### src/sv/wrapping_bitmap_byte_access_assert.svh
// Assertion helpers used by the bitmap access datapath.
`ifndef WRAPPING_BITMAP_BYTE_ACCESS_ASSERT_SVH
`define WRAPPING_BITMAP_BYTE_ACCESS_ASSERT_SVH

// Clocked property, disabled while the active-low reset is asserted.
`define WBA_ASSERT(label, clk, rst_n, prop, msg) \
    label: assert property (@(posedge clk) disable iff (!rst_n) prop) \
        else $error(msg);

// Condition that must never be seen at a clock edge.
`define WBA_ASSERT_NEVER(label, clk, rst_n, cond, msg) \
    `WBA_ASSERT(label, clk, rst_n, !(cond), msg)

`endif

### src/sv/wba_pkg.sv
`timescale 1ns / 1ps
`default_nettype none

package wba_pkg;

    // Field widths of the transaction payloads
    localparam int OP_W      = 2;
    localparam int ROW_W     = 5;
    localparam int COL_W     = 6;
    localparam int BYTE_W    = 8;
    localparam int BIT_SEL_W = 3;

    // Pixels covered by one byte access
    localparam int PIX_PER_BYTE = 8;

    // Default bitmap geometry
    localparam int DEF_ROW_PIXELS = 64;
    localparam int DEF_ROW_COUNT  = 32;

    typedef enum logic [OP_W-1:0] {
        OP_RD_PIX  = 2'd0,
        OP_WR_PIX  = 2'd1,
        OP_RD_BYTE = 2'd2,
        OP_WR_BYTE = 2'd3
    } t_op;

    typedef enum logic [2:0] {
        ST_CLEAR,
        ST_IDLE,
        ST_READ,
        ST_MODIFY,
        ST_FINISH
    } t_state;

    // Controller to datapath
    typedef struct packed {
        logic load;
        logic clr_step;
        logic modify;
        logic finish;
    } t_cmd;

    // Datapath to controller
    typedef struct packed {
        logic clr_last;
        logic last_byte;
        logic out_free;
    } t_sts;

endpackage

`default_nettype wire

### src/sv/wba_in_if.sv
`timescale 1ns / 1ps
`default_nettype none

interface wba_in_if
    import wba_pkg::*;
();
    logic              valid;
    logic              ready;
    logic [OP_W-1:0]   op;
    logic [ROW_W-1:0]  row;
    logic [COL_W-1:0]  col;
    logic              pixel_value;
    logic [BYTE_W-1:0] byte_value;

    modport source (
        output valid, op, row, col, pixel_value, byte_value,
        input  ready
    );

    modport sink (
        input  valid, op, row, col, pixel_value, byte_value,
        output ready
    );
endinterface

`default_nettype wire

### src/sv/wba_out_if.sv
`timescale 1ns / 1ps
`default_nettype none

interface wba_out_if
    import wba_pkg::*;
();
    logic              valid;
    logic              ready;
    logic [BYTE_W-1:0] read_data;

    modport source (
        output valid, read_data,
        input  ready
    );

    modport sink (
        input  valid, read_data,
        output ready
    );
endinterface

`default_nettype wire

### src/sv/wba_ram.sv
`timescale 1ns / 1ps
`default_nettype none

module wba_ram #(
    parameter int WIDTH = 8,
    parameter int DEPTH = 256,
    localparam int AW   = (DEPTH > 1) ? $clog2(DEPTH) : 1
) (
    input  wire logic             i_clk,
    input  wire logic             i_we,
    input  wire logic [AW-1:0]    i_waddr,
    input  wire logic [WIDTH-1:0] i_wdata,
    input  wire logic [AW-1:0]    i_raddr,
    output logic      [WIDTH-1:0] o_rdata
);

    logic [WIDTH-1:0] r_mem [DEPTH];
    logic [WIDTH-1:0] r_rdata;

    // One write port, one registered read port
    always_ff @(posedge i_clk) begin
        if (i_we) begin
            r_mem[i_waddr] <= i_wdata;
        end
        r_rdata <= r_mem[i_raddr];
    end

    assign o_rdata = r_rdata;

endmodule

`default_nettype wire

### src/sv/wba_ctrl.sv
`timescale 1ns / 1ps
`default_nettype none

module wba_ctrl
    import wba_pkg::*;
(
    input  wire logic i_clk,
    input  wire logic i_rst_n,
    input  wire logic i_in_valid,
    output logic      o_in_ready,
    input  wire t_sts i_sts,
    output t_cmd      o_cmd
);

    t_state r_state;
    t_state n_state;

    // State register; reset starts the clearing sweep
    always_ff @(posedge i_clk) begin
        if (!i_rst_n) begin
            r_state <= ST_CLEAR;
        end else begin
            r_state <= n_state;
        end
    end

    // Next state
    always_comb begin
        n_state = r_state;
        unique case (r_state)
            ST_CLEAR: begin
                if (i_sts.clr_last) n_state = ST_IDLE;
            end
            ST_IDLE: begin
                if (i_in_valid) n_state = ST_READ;
            end
            ST_READ: begin
                n_state = ST_MODIFY;
            end
            ST_MODIFY: begin
                priority if (!i_sts.last_byte) n_state = ST_READ;
                else if (i_sts.out_free)       n_state = ST_IDLE;
                else                           n_state = ST_FINISH;
            end
            ST_FINISH: begin
                if (i_sts.out_free) n_state = ST_IDLE;
            end
            default: n_state = ST_CLEAR;
        endcase
    end

    // Commands
    always_comb begin
        o_cmd      = '0;
        o_in_ready = 1'b0;
        unique case (r_state)
            ST_CLEAR: begin
                o_cmd.clr_step = 1'b1;
            end
            ST_IDLE: begin
                o_in_ready = 1'b1;
                o_cmd.load = i_in_valid;
            end
            ST_READ: begin
                // address is presented by the datapath, nothing to command
            end
            ST_MODIFY: begin
                o_cmd.modify = 1'b1;
                o_cmd.finish = i_sts.last_byte & i_sts.out_free;
            end
            ST_FINISH: begin
                o_cmd.finish = i_sts.out_free;
            end
            default: begin
                o_cmd = '0;
            end
        endcase
    end

endmodule

`default_nettype wire

### src/sv/wba_dp.sv
`timescale 1ns / 1ps
`default_nettype none
`include "wrapping_bitmap_byte_access_assert.svh"

module wba_dp
    import wba_pkg::*;
#(
    parameter int ROW_PIXELS = DEF_ROW_PIXELS,
    parameter int ROW_COUNT  = DEF_ROW_COUNT
) (
    input  wire logic              i_clk,
    input  wire logic              i_rst_n,
    input  wire t_cmd              i_cmd,
    output t_sts                   o_sts,
    input  wire logic [OP_W-1:0]   i_op,
    input  wire logic [ROW_W-1:0]  i_row,
    input  wire logic [COL_W-1:0]  i_col,
    input  wire logic              i_pixel_value,
    input  wire logic [BYTE_W-1:0] i_byte_value,
    output logic                   o_out_valid,
    output logic      [BYTE_W-1:0] o_read_data,
    input  wire logic              i_out_ready
);

    localparam int PIX_TOTAL   = ROW_PIXELS * ROW_COUNT;
    localparam int STORE_BYTES = (PIX_TOTAL + BYTE_W - 1) / BYTE_W;
    localparam int IW          = $clog2(PIX_TOTAL);
    localparam int AW          = IW - BIT_SEL_W;
    localparam int CW          = $clog2(ROW_PIXELS);
    localparam int RW          = (ROW_COUNT > 1) ? $clog2(ROW_COUNT) : 1;
    localparam int ROW_CODES   = 2 ** ROW_W;
    localparam int COL_CODES   = 2 ** COL_W;

    // Wrap tables for out-of-range row and column fields
    logic [RW-1:0] w_row_tbl [ROW_CODES];
    logic [CW-1:0] w_col_tbl [COL_CODES];

    for (genvar g = 0; g < ROW_CODES; g++) begin : g_row_tbl
        assign w_row_tbl[g] = RW'(g % ROW_COUNT);
    end
    for (genvar g = 0; g < COL_CODES; g++) begin : g_col_tbl
        assign w_col_tbl[g] = CW'(g % ROW_PIXELS);
    end

    t_op                   r_op;
    logic [IW-1:0]         r_base;
    logic [CW-1:0]         r_col;
    logic [BYTE_W-1:0]     r_wval;
    logic [PIX_PER_BYTE-1:0] r_done;
    logic [PIX_PER_BYTE-1:0] n_done;
    logic [BYTE_W-1:0]     r_res;
    logic [BYTE_W-1:0]     n_res;
    logic                  r_out_valid;
    logic [BYTE_W-1:0]     r_read_data;
    logic [AW-1:0]         r_clr_addr;

    logic [IW-1:0]           w_pix_idx [PIX_PER_BYTE];
    logic [AW-1:0]           w_addr;
    logic [PIX_PER_BYTE-1:0] w_active;
    logic [BYTE_W-1:0]       w_rdata;
    logic [BYTE_W-1:0]       w_mask;
    logic [BYTE_W-1:0]       w_bits;
    logic [BYTE_W-1:0]       w_gath;
    logic [BYTE_W-1:0]       w_wdata;
    logic                    w_is_write;
    logic                    w_ram_we;

    // Latch the access: row start offset, wrapped column, write pixels
    always_ff @(posedge i_clk) begin
        if (i_cmd.load) begin
            r_op   <= t_op'(i_op);
            r_base <= IW'(w_row_tbl[i_row]) * IW'(ROW_PIXELS);
            r_col  <= w_col_tbl[i_col];
            r_wval <= (t_op'(i_op) == OP_WR_PIX) ? {i_pixel_value, (BYTE_W-1)'(0)}
                                                  : i_byte_value;
        end
    end

    // Bit index of each pixel of the access, wrapping inside the row
    for (genvar k = 0; k < PIX_PER_BYTE; k++) begin : g_idx
        logic [CW:0] w_sum;
        assign w_sum = {1'b0, r_col} + (CW+1)'(k);
        assign w_pix_idx[k] = r_base + IW'((w_sum >= (CW+1)'(ROW_PIXELS)) ?
                                           w_sum - (CW+1)'(ROW_PIXELS) : w_sum);
    end

    // Byte holding the lowest pending pixel
    always_comb begin
        w_addr = w_pix_idx[PIX_PER_BYTE-1][IW-1:BIT_SEL_W];
        for (int k = PIX_PER_BYTE - 1; k >= 0; k--) begin
            if (!r_done[k]) w_addr = w_pix_idx[k][IW-1:BIT_SEL_W];
        end
    end

    // Pending pixels that live in that byte
    always_comb begin
        for (int k = 0; k < PIX_PER_BYTE; k++) begin
            w_active[k] = !r_done[k] && (w_pix_idx[k][IW-1:BIT_SEL_W] == w_addr);
        end
    end

    // Merge: gather read bits, build write mask (MSB-first inside a byte)
    always_comb begin
        w_mask = '0;
        w_bits = '0;
        w_gath = '0;
        for (int k = 0; k < PIX_PER_BYTE; k++) begin
            if (w_active[k]) begin
                w_mask[~w_pix_idx[k][BIT_SEL_W-1:0]] = 1'b1;
                w_bits[~w_pix_idx[k][BIT_SEL_W-1:0]] = r_wval[PIX_PER_BYTE-1-k];
                w_gath[PIX_PER_BYTE-1-k] = w_rdata[~w_pix_idx[k][BIT_SEL_W-1:0]];
            end
        end
    end

    assign w_wdata    = (w_rdata & ~w_mask) | (w_bits & w_mask);
    assign w_is_write = (r_op == OP_WR_PIX) || (r_op == OP_WR_BYTE);
    assign w_ram_we   = i_cmd.clr_step | (i_cmd.modify & w_is_write);

    // Frame store
    wba_ram #(
        .WIDTH (BYTE_W),
        .DEPTH (STORE_BYTES)
    ) u_ram (
        .i_clk   (i_clk),
        .i_we    (w_ram_we),
        .i_waddr (i_cmd.clr_step ? r_clr_addr : w_addr),
        .i_wdata (i_cmd.clr_step ? '0 : w_wdata),
        .i_raddr (w_addr),
        .o_rdata (w_rdata)
    );

    // Pixel progress and gathered read bits
    always_comb begin
        n_done = r_done;
        n_res  = r_res;
        if (i_cmd.load) begin
            n_done = (t_op'(i_op) == OP_RD_PIX || t_op'(i_op) == OP_WR_PIX) ?
                     {{(PIX_PER_BYTE-1){1'b1}}, 1'b0} : '0;
            n_res  = '0;
        end else if (i_cmd.modify) begin
            n_done = r_done | w_active;
            n_res  = r_res | w_gath;
        end
    end

    always_ff @(posedge i_clk) begin
        if (!i_rst_n) begin
            r_done      <= '1;
            r_out_valid <= 1'b0;
            r_clr_addr  <= '0;
        end else begin
            r_done <= n_done;
            if (i_cmd.finish) begin
                r_out_valid <= 1'b1;
            end else if (i_out_ready) begin
                r_out_valid <= 1'b0;
            end
            if (i_cmd.clr_step) begin
                r_clr_addr <= r_clr_addr + AW'(1);
            end
        end
    end

    // Result register
    always_ff @(posedge i_clk) begin
        r_res <= n_res;
        if (i_cmd.finish) begin
            unique case (r_op)
                OP_RD_PIX:  r_read_data <= {(BYTE_W-1)'(0), n_res[BYTE_W-1]};
                OP_RD_BYTE: r_read_data <= n_res;
                OP_WR_PIX,
                OP_WR_BYTE: r_read_data <= '0;
            endcase
        end
    end

    assign o_sts.clr_last  = (r_clr_addr == AW'(STORE_BYTES - 1));
    assign o_sts.last_byte = ((r_done | w_active) == '1);
    assign o_sts.out_free  = !r_out_valid || i_out_ready;
    assign o_out_valid     = r_out_valid;
    assign o_read_data     = r_read_data;

    // A new access always leaves at least one pixel pending
    `WBA_ASSERT(a_load_pending, i_clk, i_rst_n, i_cmd.load |=> (r_done != '1), "load left no pixel pending")
    // Every merge cycle handles at least one pixel
    `WBA_ASSERT_NEVER(a_modify_empty, i_clk, i_rst_n, i_cmd.modify && (w_active == '0), "merge with no pixel")
    // A finished result never overwrites one still waiting
    `WBA_ASSERT(a_finish_free, i_clk, i_rst_n, i_cmd.finish |-> (!r_out_valid || i_out_ready), "result overwritten")

endmodule

`default_nettype wire

### src/sv/wrapping_bitmap_byte_access.sv
`timescale 1ns / 1ps
`default_nettype none
// Packed monochrome bitmap (ROW_COUNT rows of ROW_PIXELS pixels, MSB = leftmost)
// with pixel and eight-pixel access. Byte accesses wrap back to column 0 of
// the same row.
// i_in: op, row, col, pixel_value, byte_value; one transaction per access.
// o_out: read_data, one transaction per accepted access, in order.
// For each touched frame-store byte the sequencer passes a read state and a
// merge/write state on the single-port-write RAM, after the idle/accept state.
// When the output register is free, the result is registered and o_out.valid
// raised as the last byte's merge ends. A byte access touches 1 or 2 bytes when
// ROW_PIXELS is a multiple of 8, up to 4 otherwise. The next transaction can be
// taken in the idle state entered as the result is registered.
// Reset: a sweep writes zero to every one of the (ROW_PIXELS*ROW_COUNT+7)/8
// frame-store bytes (256 by default), one byte per cycle; i_in is not ready then.
// Receiver stall: the result waits in the output register; one more transaction
// is still accepted and processed, then held finished, and no further
// transaction is taken until the waiting result leaves.

module wrapping_bitmap_byte_access
    import wba_pkg::*;
#(
    parameter int ROW_PIXELS = DEF_ROW_PIXELS,
    parameter int ROW_COUNT  = DEF_ROW_COUNT
) (
    input  wire logic i_clk,
    input  wire logic i_rst_n,
    wba_in_if.sink    i_in,
    wba_out_if.source o_out
);

    t_cmd w_cmd;
    t_sts w_sts;
    logic w_in_ready;

    // Sequencer
    wba_ctrl u_ctrl (
        .i_clk      (i_clk),
        .i_rst_n    (i_rst_n),
        .i_in_valid (i_in.valid),
        .o_in_ready (w_in_ready),
        .i_sts      (w_sts),
        .o_cmd      (w_cmd)
    );

    // Frame store and access datapath
    wba_dp #(
        .ROW_PIXELS (ROW_PIXELS),
        .ROW_COUNT  (ROW_COUNT)
    ) u_dp (
        .i_clk         (i_clk),
        .i_rst_n       (i_rst_n),
        .i_cmd         (w_cmd),
        .o_sts         (w_sts),
        .i_op          (i_in.op),
        .i_row         (i_in.row),
        .i_col         (i_in.col),
        .i_pixel_value (i_in.pixel_value),
        .i_byte_value  (i_in.byte_value),
        .o_out_valid   (o_out.valid),
        .o_read_data   (o_out.read_data),
        .i_out_ready   (o_out.ready)
    );

    assign i_in.ready = w_in_ready;

endmodule

`default_nettype wire

### src/flat_wrapper.sv
// flat-port wrapper written by rule: the top's interface ports become plain ports
module wrapping_bitmap_byte_access_flat import wba_pkg::*;
#(
    parameter int ROW_PIXELS = DEF_ROW_PIXELS,
    parameter int ROW_COUNT  = DEF_ROW_COUNT
)
  (i_clk, i_rst_n, i_in_valid, i_in_op, i_in_row, i_in_col, i_in_pixel_value, i_in_byte_value, i_in_ready, o_out_valid, o_out_read_data, o_out_ready);
  wba_in_if i_in_i ();
  wba_out_if o_out_i ();
  input  wire logic i_clk;
  input  wire logic i_rst_n;
  input wire logic [$bits(i_in_i.valid)-1:0] i_in_valid;
  input wire logic [$bits(i_in_i.op)-1:0] i_in_op;
  input wire logic [$bits(i_in_i.row)-1:0] i_in_row;
  input wire logic [$bits(i_in_i.col)-1:0] i_in_col;
  input wire logic [$bits(i_in_i.pixel_value)-1:0] i_in_pixel_value;
  input wire logic [$bits(i_in_i.byte_value)-1:0] i_in_byte_value;
  output wire logic [$bits(i_in_i.ready)-1:0] i_in_ready;
  output wire logic [$bits(o_out_i.valid)-1:0] o_out_valid;
  output wire logic [$bits(o_out_i.read_data)-1:0] o_out_read_data;
  input wire logic [$bits(o_out_i.ready)-1:0] o_out_ready;
  assign i_in_i.valid = i_in_valid;
  assign i_in_i.op = i_in_op;
  assign i_in_i.row = i_in_row;
  assign i_in_i.col = i_in_col;
  assign i_in_i.pixel_value = i_in_pixel_value;
  assign i_in_i.byte_value = i_in_byte_value;
  assign i_in_ready = i_in_i.ready;
  assign o_out_valid = o_out_i.valid;
  assign o_out_read_data = o_out_i.read_data;
  assign o_out_i.ready = o_out_ready;
  wrapping_bitmap_byte_access #(.ROW_PIXELS(ROW_PIXELS), .ROW_COUNT(ROW_COUNT)) u_core (.i_clk(i_clk), .i_rst_n(i_rst_n), .i_in(i_in_i), .o_out(o_out_i));
endmodule
### config.mk
export PLATFORM = sky130hd
export DESIGN_NAME = wrapping_bitmap_byte_access_flat
export DESIGN_NICKNAME = d
export VERILOG_FILES = /design/src/sv/wba_pkg.sv /design/src/sv/wba_in_if.sv /design/src/sv/wba_out_if.sv /design/src/sv/wba_ram.sv /design/src/sv/wba_ctrl.sv /design/src/sv/wba_dp.sv /design/src/sv/wrapping_bitmap_byte_access.sv /design/src/flat_wrapper.sv
export VERILOG_INCLUDE_DIRS = /design/src /design/src/sv
export SDC_FILE = /design/constraint.sdc
export NUM_CORES = 2
export LEC_CHECK = 0
export ABC_AREA = 0
export BUFFER_PORTS_ARGS = -buffer_cell sky130_fd_sc_hd__buf_2
export CAP_MARGIN = 20
export CORE_MARGIN = 5
export CORE_UTILIZATION = 40
export CTS_BUF_LIST = sky130_fd_sc_hd__clkbuf_2 sky130_fd_sc_hd__clkbuf_4 sky130_fd_sc_hd__clkbuf_8
export DETAILED_ROUTE_END_ITERATION = 8
export PLACE_DENSITY = 0.66
export SLEW_MARGIN = 20
export SYNTH_ARGS = -nofsm -noshare
export SYNTH_HDL_FRONTEND = slang
export SYNTH_SLANG_ARGS = --single-unit
### constraint.sdc
create_clock -name i_clk -period 25.5 [get_ports i_clk]
set_input_delay 3.825 -clock i_clk [delete_from_list [all_inputs] [get_ports i_clk]]
set_output_delay 3.825 -clock i_clk [all_outputs]
set_load 0.01 [all_outputs]
# Word level (Yosys, flattened, before mapping)
# Memories as Yosys holds them, arrays and structs flattened. A register that Yosys moved wholly into a read port is not among the register bits.
# Cells that the tools add are included.
dict set report word_totals {
  regBits 46
  mem_bits_rw 2048
  mem_bits_ro 544
  out_inout_bits 10
  mem_count 3
}
dict set report classes {
  add_sub_neg 24
  order_cmp 24
  n_eq_ne 21
  n_mux 102
  bitwise 27
  reduce_logical 35
}
# memory words word_bits read_ports rd_ports_with_merged_regs wr line
set memory_table {}
lappend memory_table {u_core.u_dp.u_ram.r_mem 256 8 1 1 1 wba_ram.sv:17} ;# logic [WIDTH-1:0] r_mem [DEPTH];
lappend memory_table {{(name not given)} 64 6 1 1 0 wba_dp.sv:73} ;# r_col <= w_col_tbl[i_col];
lappend memory_table {{(name not given)} 32 5 1 1 0 wba_dp.sv:72} ;# r_base <= IW'(w_row_tbl[i_row]) * IW'(ROW_PIXELS);
# op n
set op_table {}
lappend op_table {{$mux W8} 31}
lappend op_table {{$add A11 B11 Y11} 8}
lappend op_table {{$mux W11} 8}
lappend op_table {{$or A8 B8 Y8} 10}
lappend op_table {{$eq A8 B8 Y1} 8}
lappend op_table {{$bwmux W8} 7}
lappend op_table {{$sub A7 B7 Y8 const B} 7}
lappend op_table {{$ge A7 B7 Y1 const B} 7}
lappend op_table {{$lt A3 B4 Y1 const B} 8}
lappend op_table {{$mux W1} 32}
lappend op_table {{$add A6 B3 Y7 const B} 4}
lappend op_table {{$and A8 B8 Y8} 3}
lappend op_table {{$bmux W1 S3} 8}
lappend op_table {{$demux W1 S3} 8}
lappend op_table {{$ge A3 B1 Y1 const B} 8}
lappend op_table {{$not A3 Y3} 8}
lappend op_table {{$pmux W8 S3} 1}
lappend op_table {{$eq A8 B8 Y1 const B} 2}
lappend op_table {{$logic_and A1 B1 Y1} 16}
lappend op_table {{$mux W3} 5}
lappend op_table {{$pmux W3 S5} 1}
lappend op_table {{$add A6 B2 Y7 const B} 2}
lappend op_table {{$logic_not A1 Y1} 9}
lappend op_table {{$add A8 B1 Y8 const B} 1}
lappend op_table {{21 further kinds} 31}

# Depth between registers and ports, before layout
dict set report depth {
  ltp_word 32
  depth_mapped 25
  mapped_depth_nobuf 21
}

# Hierarchy
# Synthesis repeated with hierarchy kept, for this count alone.
dict set report unflattened {
  cells_unflattened 4754
  hier_area_um2 87480.2
}
# mod n_inst cells_each area_per_inst_um2 seq_area_each_um2
set modules_own_cells {}
lappend modules_own_cells {wba_ram 1 3733 79556.3 61659.1}
lappend modules_own_cells {wba_dp 1 997 7722.4 1371.3}
lappend modules_own_cells {wba_ctrl 1 24 201.4 60.1}

# Worst setup path after synthesis
# No wires, ideal clock.
dict set report synth_timing {
  path_type {register to register}
  from {register u_core.u_dp.r_col[0]}
  to {memory u_core.u_dp.u_ram.r_mem[0][7], data pin}
  arrival_ps 15126
  path_slack_ps 8101
  stages_incl_launch_ff 25
  path_buffers 3
  cell_sequence {edfxtp_1 > buf_2 > inv_1 > buf_1 > ha_1 > nand4b_1 > inv_1 > ha_1 > inv_1 > ha_1 > inv_1 > fa_1 > and3b_1 > o311a_1 > a21oi_1 > clkbuf_1 > xnor2_1 > and2_1 > o2111ai_1 > nor3b_1 > nand3_1 > nor2_1 > nor2_1 > a31oi_1 > a21boi_0}
}
dict set report synth_between {
  elab_chain_len 32
  elab_cells_between_ends 146
}
# element line
set synth_rtl {}
lappend synth_rtl {{from (decl)} wba_dp.sv:47} ;# logic [CW-1:0] r_col;
lappend synth_rtl {{$add A6 B3 Y7} wba_dp.sv:82} ;# assign w_sum = {1'b0, r_col} + (CW+1)'(k);
lappend synth_rtl {{$sub A7 B7 Y8 or $ge A7 B7 Y1 (tied branches)} {wba_dp.sv:84, wba_dp.sv:83}}
lappend synth_rtl {{$mux W11} wba_dp.sv:83} ;# assign w_pix_idx[k] = r_base + IW'((w_sum >= (CW+1)'(ROW_PIXELS)) ?
lappend synth_rtl {{$add A11 B11 Y11} wba_dp.sv:83}
lappend synth_rtl {{$mux W8 (7 in a row)} wba_dp.sv:91} ;# if (!r_done[k]) w_addr = w_pix_idx[k][IW-1:BIT_SEL_W];
lappend synth_rtl {{$eq A8 B8 Y1} wba_dp.sv:98} ;# w_active[k] = !r_done[k] && (w_pix_idx[k][IW-1:BIT_SEL_W] == w_addr);
lappend synth_rtl {{$logic_and A1 B1 Y1} wba_dp.sv:98}
lappend synth_rtl {{$mux W8} wba_dp.sv:108} ;# if (w_active[k]) begin
lappend synth_rtl {{[... 11 more ...]} -}
lappend synth_rtl {{$mux W8} wba_dp.sv:108}
lappend synth_rtl {{$or A8 B8 Y8 (no source line)} -}
lappend synth_rtl {{$mux W8} wba_dp.sv:108}
lappend synth_rtl {{$not A8 Y8} wba_dp.sv:116} ;# assign w_wdata = (w_rdata & ~w_mask) | (w_bits & w_mask);
lappend synth_rtl {{$and A8 B8 Y8} wba_dp.sv:116}
lappend synth_rtl {{$or A8 B8 Y8 *} wba_dp.sv:116}
lappend synth_rtl {{$mux W8 *} wba_dp.sv:128} ;# .i_wdata (i_cmd.clr_step ? '0 : w_wdata),
lappend synth_rtl {{net u_core.u_dp.u_ram.i_wdata[7]} wba_ram.sv:12} ;# input wire logic [WIDTH-1:0] i_wdata,
lappend synth_rtl {{to (decl)} wba_ram.sv:17}
# The timed path passes the listed nets; every way through them passes the cells marked *.

# Worst setup path after layout
dict set report layout_timing {
  from {register u_core.u_dp.r_col[0]}
  to {memory u_core.u_dp.u_ram.r_mem[185][5], data pin}
}
# Same word-level chain as after synthesis.

==> results.ini <==
[sta]
setup_tns_ps = 0
slew_headroom_pct = 17.4
fin_crit_sh_pct = 39.2
finClkSkew_ps = 84.0
hold_viol = 0
fmax_ghz = 0.100
min_period_ps = 9990
slew_viol_final = 0
setup_viol = 0
worst_pin_slew_ps = 1240
rsz0062_at_grt = false
setup_slack_ps = 15510

[floorplanning]
start_util_pct = 40.2
die_height_um = 485
ioPinCount = 36
die_x_um = 485
rows = 174
die-area_um2 = 235000
core_area_um2 = 224000

[cts]
clockBufferDepth = 4
cts_setup_buffers = 0
cts_tree = built
cts_resized = 0
cts_made_buffers = 351
clk_latency_ps = 1070
htree_levels = 5
ctsRootBufferMaster = clkbuf_8
clk_pin_slew_ps = 60
holdBufCountCts = 0
clock_sinks = 2113

[route]
wl_met1_um = 105000
met3_length_um = 24700
finalWirelength_um = 260000
firstDrtPassIters = 7
drt-wirelength-per-cell_um = 24.2
ant_nets = 0
vias_per_cell = 5.77
drtIter0Drc = 7620
drc = 0
wl_met2_um = 120000
maxUsedRoutingLayer = met4
via_count = 62096

[placed_design]
dpl_worst_slack_ps = 15920
hpwl_um = 151000
numPortBuffers = 35
gp_congestion = 0.948
dp.cells = 10146

[global_route]
grtUsageTotal_pct = 21.4
grt_pass1_wl_um = 386000
gr-total-overflow = 0
antenna_found_initial = 8
grt_pass1_vias = 59684
grt_max_degree = 209

[power]
ir_worst_vdd_uv = 46.7
pwr-share-clk_pct = 42.1
p_int_uw = 5350
seqPwrFrac_pct = 55.8
p_per_area_nw_per_um2 = 68.0
switching_share_pct = 21.3
p_sw_uw = 1440
power_frac_comb_pct = 2.2
p_leak_uw = 0.0342

[status]
outcome = finished clean

[worst_setup_path]
crit_path_max_incr_delay_ps = 880
path_max_fanout = 100
cp.required_ps = 26140
cpMostUsedCell = buf_4
crit_path_end_kind = flip-flop
arrival_ps = 10630
start_kind = flip-flop
worstSetupPathType = flip-flop to flip-flop
cp_slowest_cell = buf_4

[yosys]
syn-cell-area_um2 = 90100
synthAdderAreaFrac_pct = 0.697
synth_simple_gate_area_share_pct = 18.3
synth-xor-area-share_pct = 0.693
yosysWarnings = 0
synth_edf_count = 2077
synth_top_family_by_area = simple AND/OR/NAND/NOR gates
yosys.area.top_type = edfxtp_1
yosys_register_bits = 2113
avgSynthCellArea_um2 = 12.0
async_reset_ff_share_pct = 0
synth_compound_area_share_pct = 7.23
synth_ff_type = edfxtp_1
synthMuxAreaShare_pct = 0.559
syn_inst = 7502
ys_top_cells_by_area = edfxtp_1 69%, nand2_1 8.3%, nand3_1 5.4%
seq_area_frac_synth_pct = 70.0
synth_cell_types = 99
netlist.area_leader.share_pct = 69.2

[cells_and_area]
nets = 7579
drive_gt1_share_pct = 9.86
multi_input_area_um2 = 25100
fillerInstances = 20026
regArea_um2 = 63100
final_cell_mix = 2077 x edfxtp_1, 1972 x nand2_1, 977 x nand3_1
layout_commonest_cell = edfxtp_1
syn2layout_area_growth_pct = 10.8
fin_cells = 10763

[flow_run]
max_cap_viol_count = 0

[min_path]
min_path_type = flip-flop to flip-flop

-- Yosys cell counts (all sizes together) (8+ instances only) --
cell type	number
a21boi	8
ha	39
nor2b	118
a211oi	141
o211ai	19
inv	31
a22oi	27
xnor2	52
buf	168
and3	102
edfxtp	2077
clkbuf	350
and4	8
dfxtp	36
nor3	36
xor2	14
mux2i	30
o21ai	102
a311oi	34
o22ai	19
nor4	18
a21o	19
a2111oi	8
nand3b	15
or3	14
o21a	8
o2111ai	21
a22o	18
and2	40
a221o	8
a21oi	99
nor3b	8
nand2	1987
a32oi	86
nor2	375
a31oi	212
nand4	27
nand2b	21
a221oi	26
nand3	977
-- sequential cells by signal, indices dropped and copies added, names as in the netlist --
register	cells
u_core.u_dp.o_read_data	8
u_core.u_dp.r_done	8
u_core.u_dp.r_wval	8
u_core.u_ctrl.r_state	3
u_core.u_dp.o_out_valid	1
u_core.u_dp.r_op	2
u_core.u_dp.r_base	5
u_core.u_dp.r_clr_addr	8
u_core.u_dp.u_ram.r_mem	2048
u_core.u_dp.r_res	8
u_core.u_dp.r_col	6
u_core.u_dp.u_ram.o_rdata	8
-- through the flow --
| step | hold slack (ps) | total power (uW) | cell area, um^2 | utilization (%) |
|---|---|---|---|---|
| finish | 466 | 6790 | 99900 | 44.5 |
| global route | 484 | 7000 | 99900 | 44.5 |
| CTS | 465 | 6830 | 99800 | 44.5 |
| detailed placement | 452 | 4000 | 93200 | 41.5 |
| global placement | 445 | 4000 | 93200 | 41.5 |
| floorplan | 432 | 3920 | 90200 | - |
-- per-layer routing --
layer / vias up / track usage (%)
met5: - / 0
met4: 0 / 8.69
met3: 559 / 4.32
met2: 3318 / 33.1
met1: 30611 / 29.6
li1: 27608 / -
-- worst max-delay path: cells and delay by family, from the launching register on --
| family | cells | cell delay [ps] |
|---|---|---|
| buffers and inverters | 8 | 3840 |
| AO/OA/AOI/OAI | 6 | 1560 |
| multiplexers | 1 | 140 |
| adder cells (fa/ha/maj) | 4 | 1550 |
| flip-flops | 1 | 320 |
| AND/OR/NAND/NOR | 6 | 2000 |
-- logic make-up after synthesis --
family                     count (synthesis)
and+or+nand+nor                         3768
other                                      1
buffers and inverters                    552
AOI/OAI and AO/OA                        913
DFF                                     2113
xor gates and xnor gates                  68
adders and majority gates                 46
muxes                                     41
-- layout make-up --
class	count	share of cell area, %
Clock inverter	128	0.704
Sequential cell	2113	63.2
Clock buffer	485	5.91
Inverter	34	0.128
Timing Repair Buffer	146	1.15
Antenna cell	4	0.0100
Multi-Input combinational cell	4861	25.2
Tap cell	2992	3.75
-- worst paths after layout --
check / start / to / slack [ps] / cells after the start
max reg2reg: u_core.u_dp.r_col[0] / u_core.u_dp.u_ram.r_mem[185][5] / 15510 / 25
min: u_core.u_dp.r_res[6] / u_core.u_dp.r_res[6] / 470 / 1
max: u_core.u_dp.r_col[0] / u_core.u_dp.u_ram.r_mem[185][5] / 15510 / 25
min reg2reg: u_core.u_dp.r_res[6] / u_core.u_dp.r_res[6] / 470 / 1
-- power by group through the flow --
| stage | logic, uW | clock network (uW) | registers, uW |
|---|---|---|---|
| finish | 149 | 2860 | 3790 |
| floorplan | 73.7 | 0 | 3840 |
| detailed placement | 144 | 0 | 3860 |
| global placement | 143 | 0 | 3860 |
| global route | 152 | 3060 | 3780 |
| CTS | 145 | 2900 | 3790 |
Power figures use the tool's default switching activity.
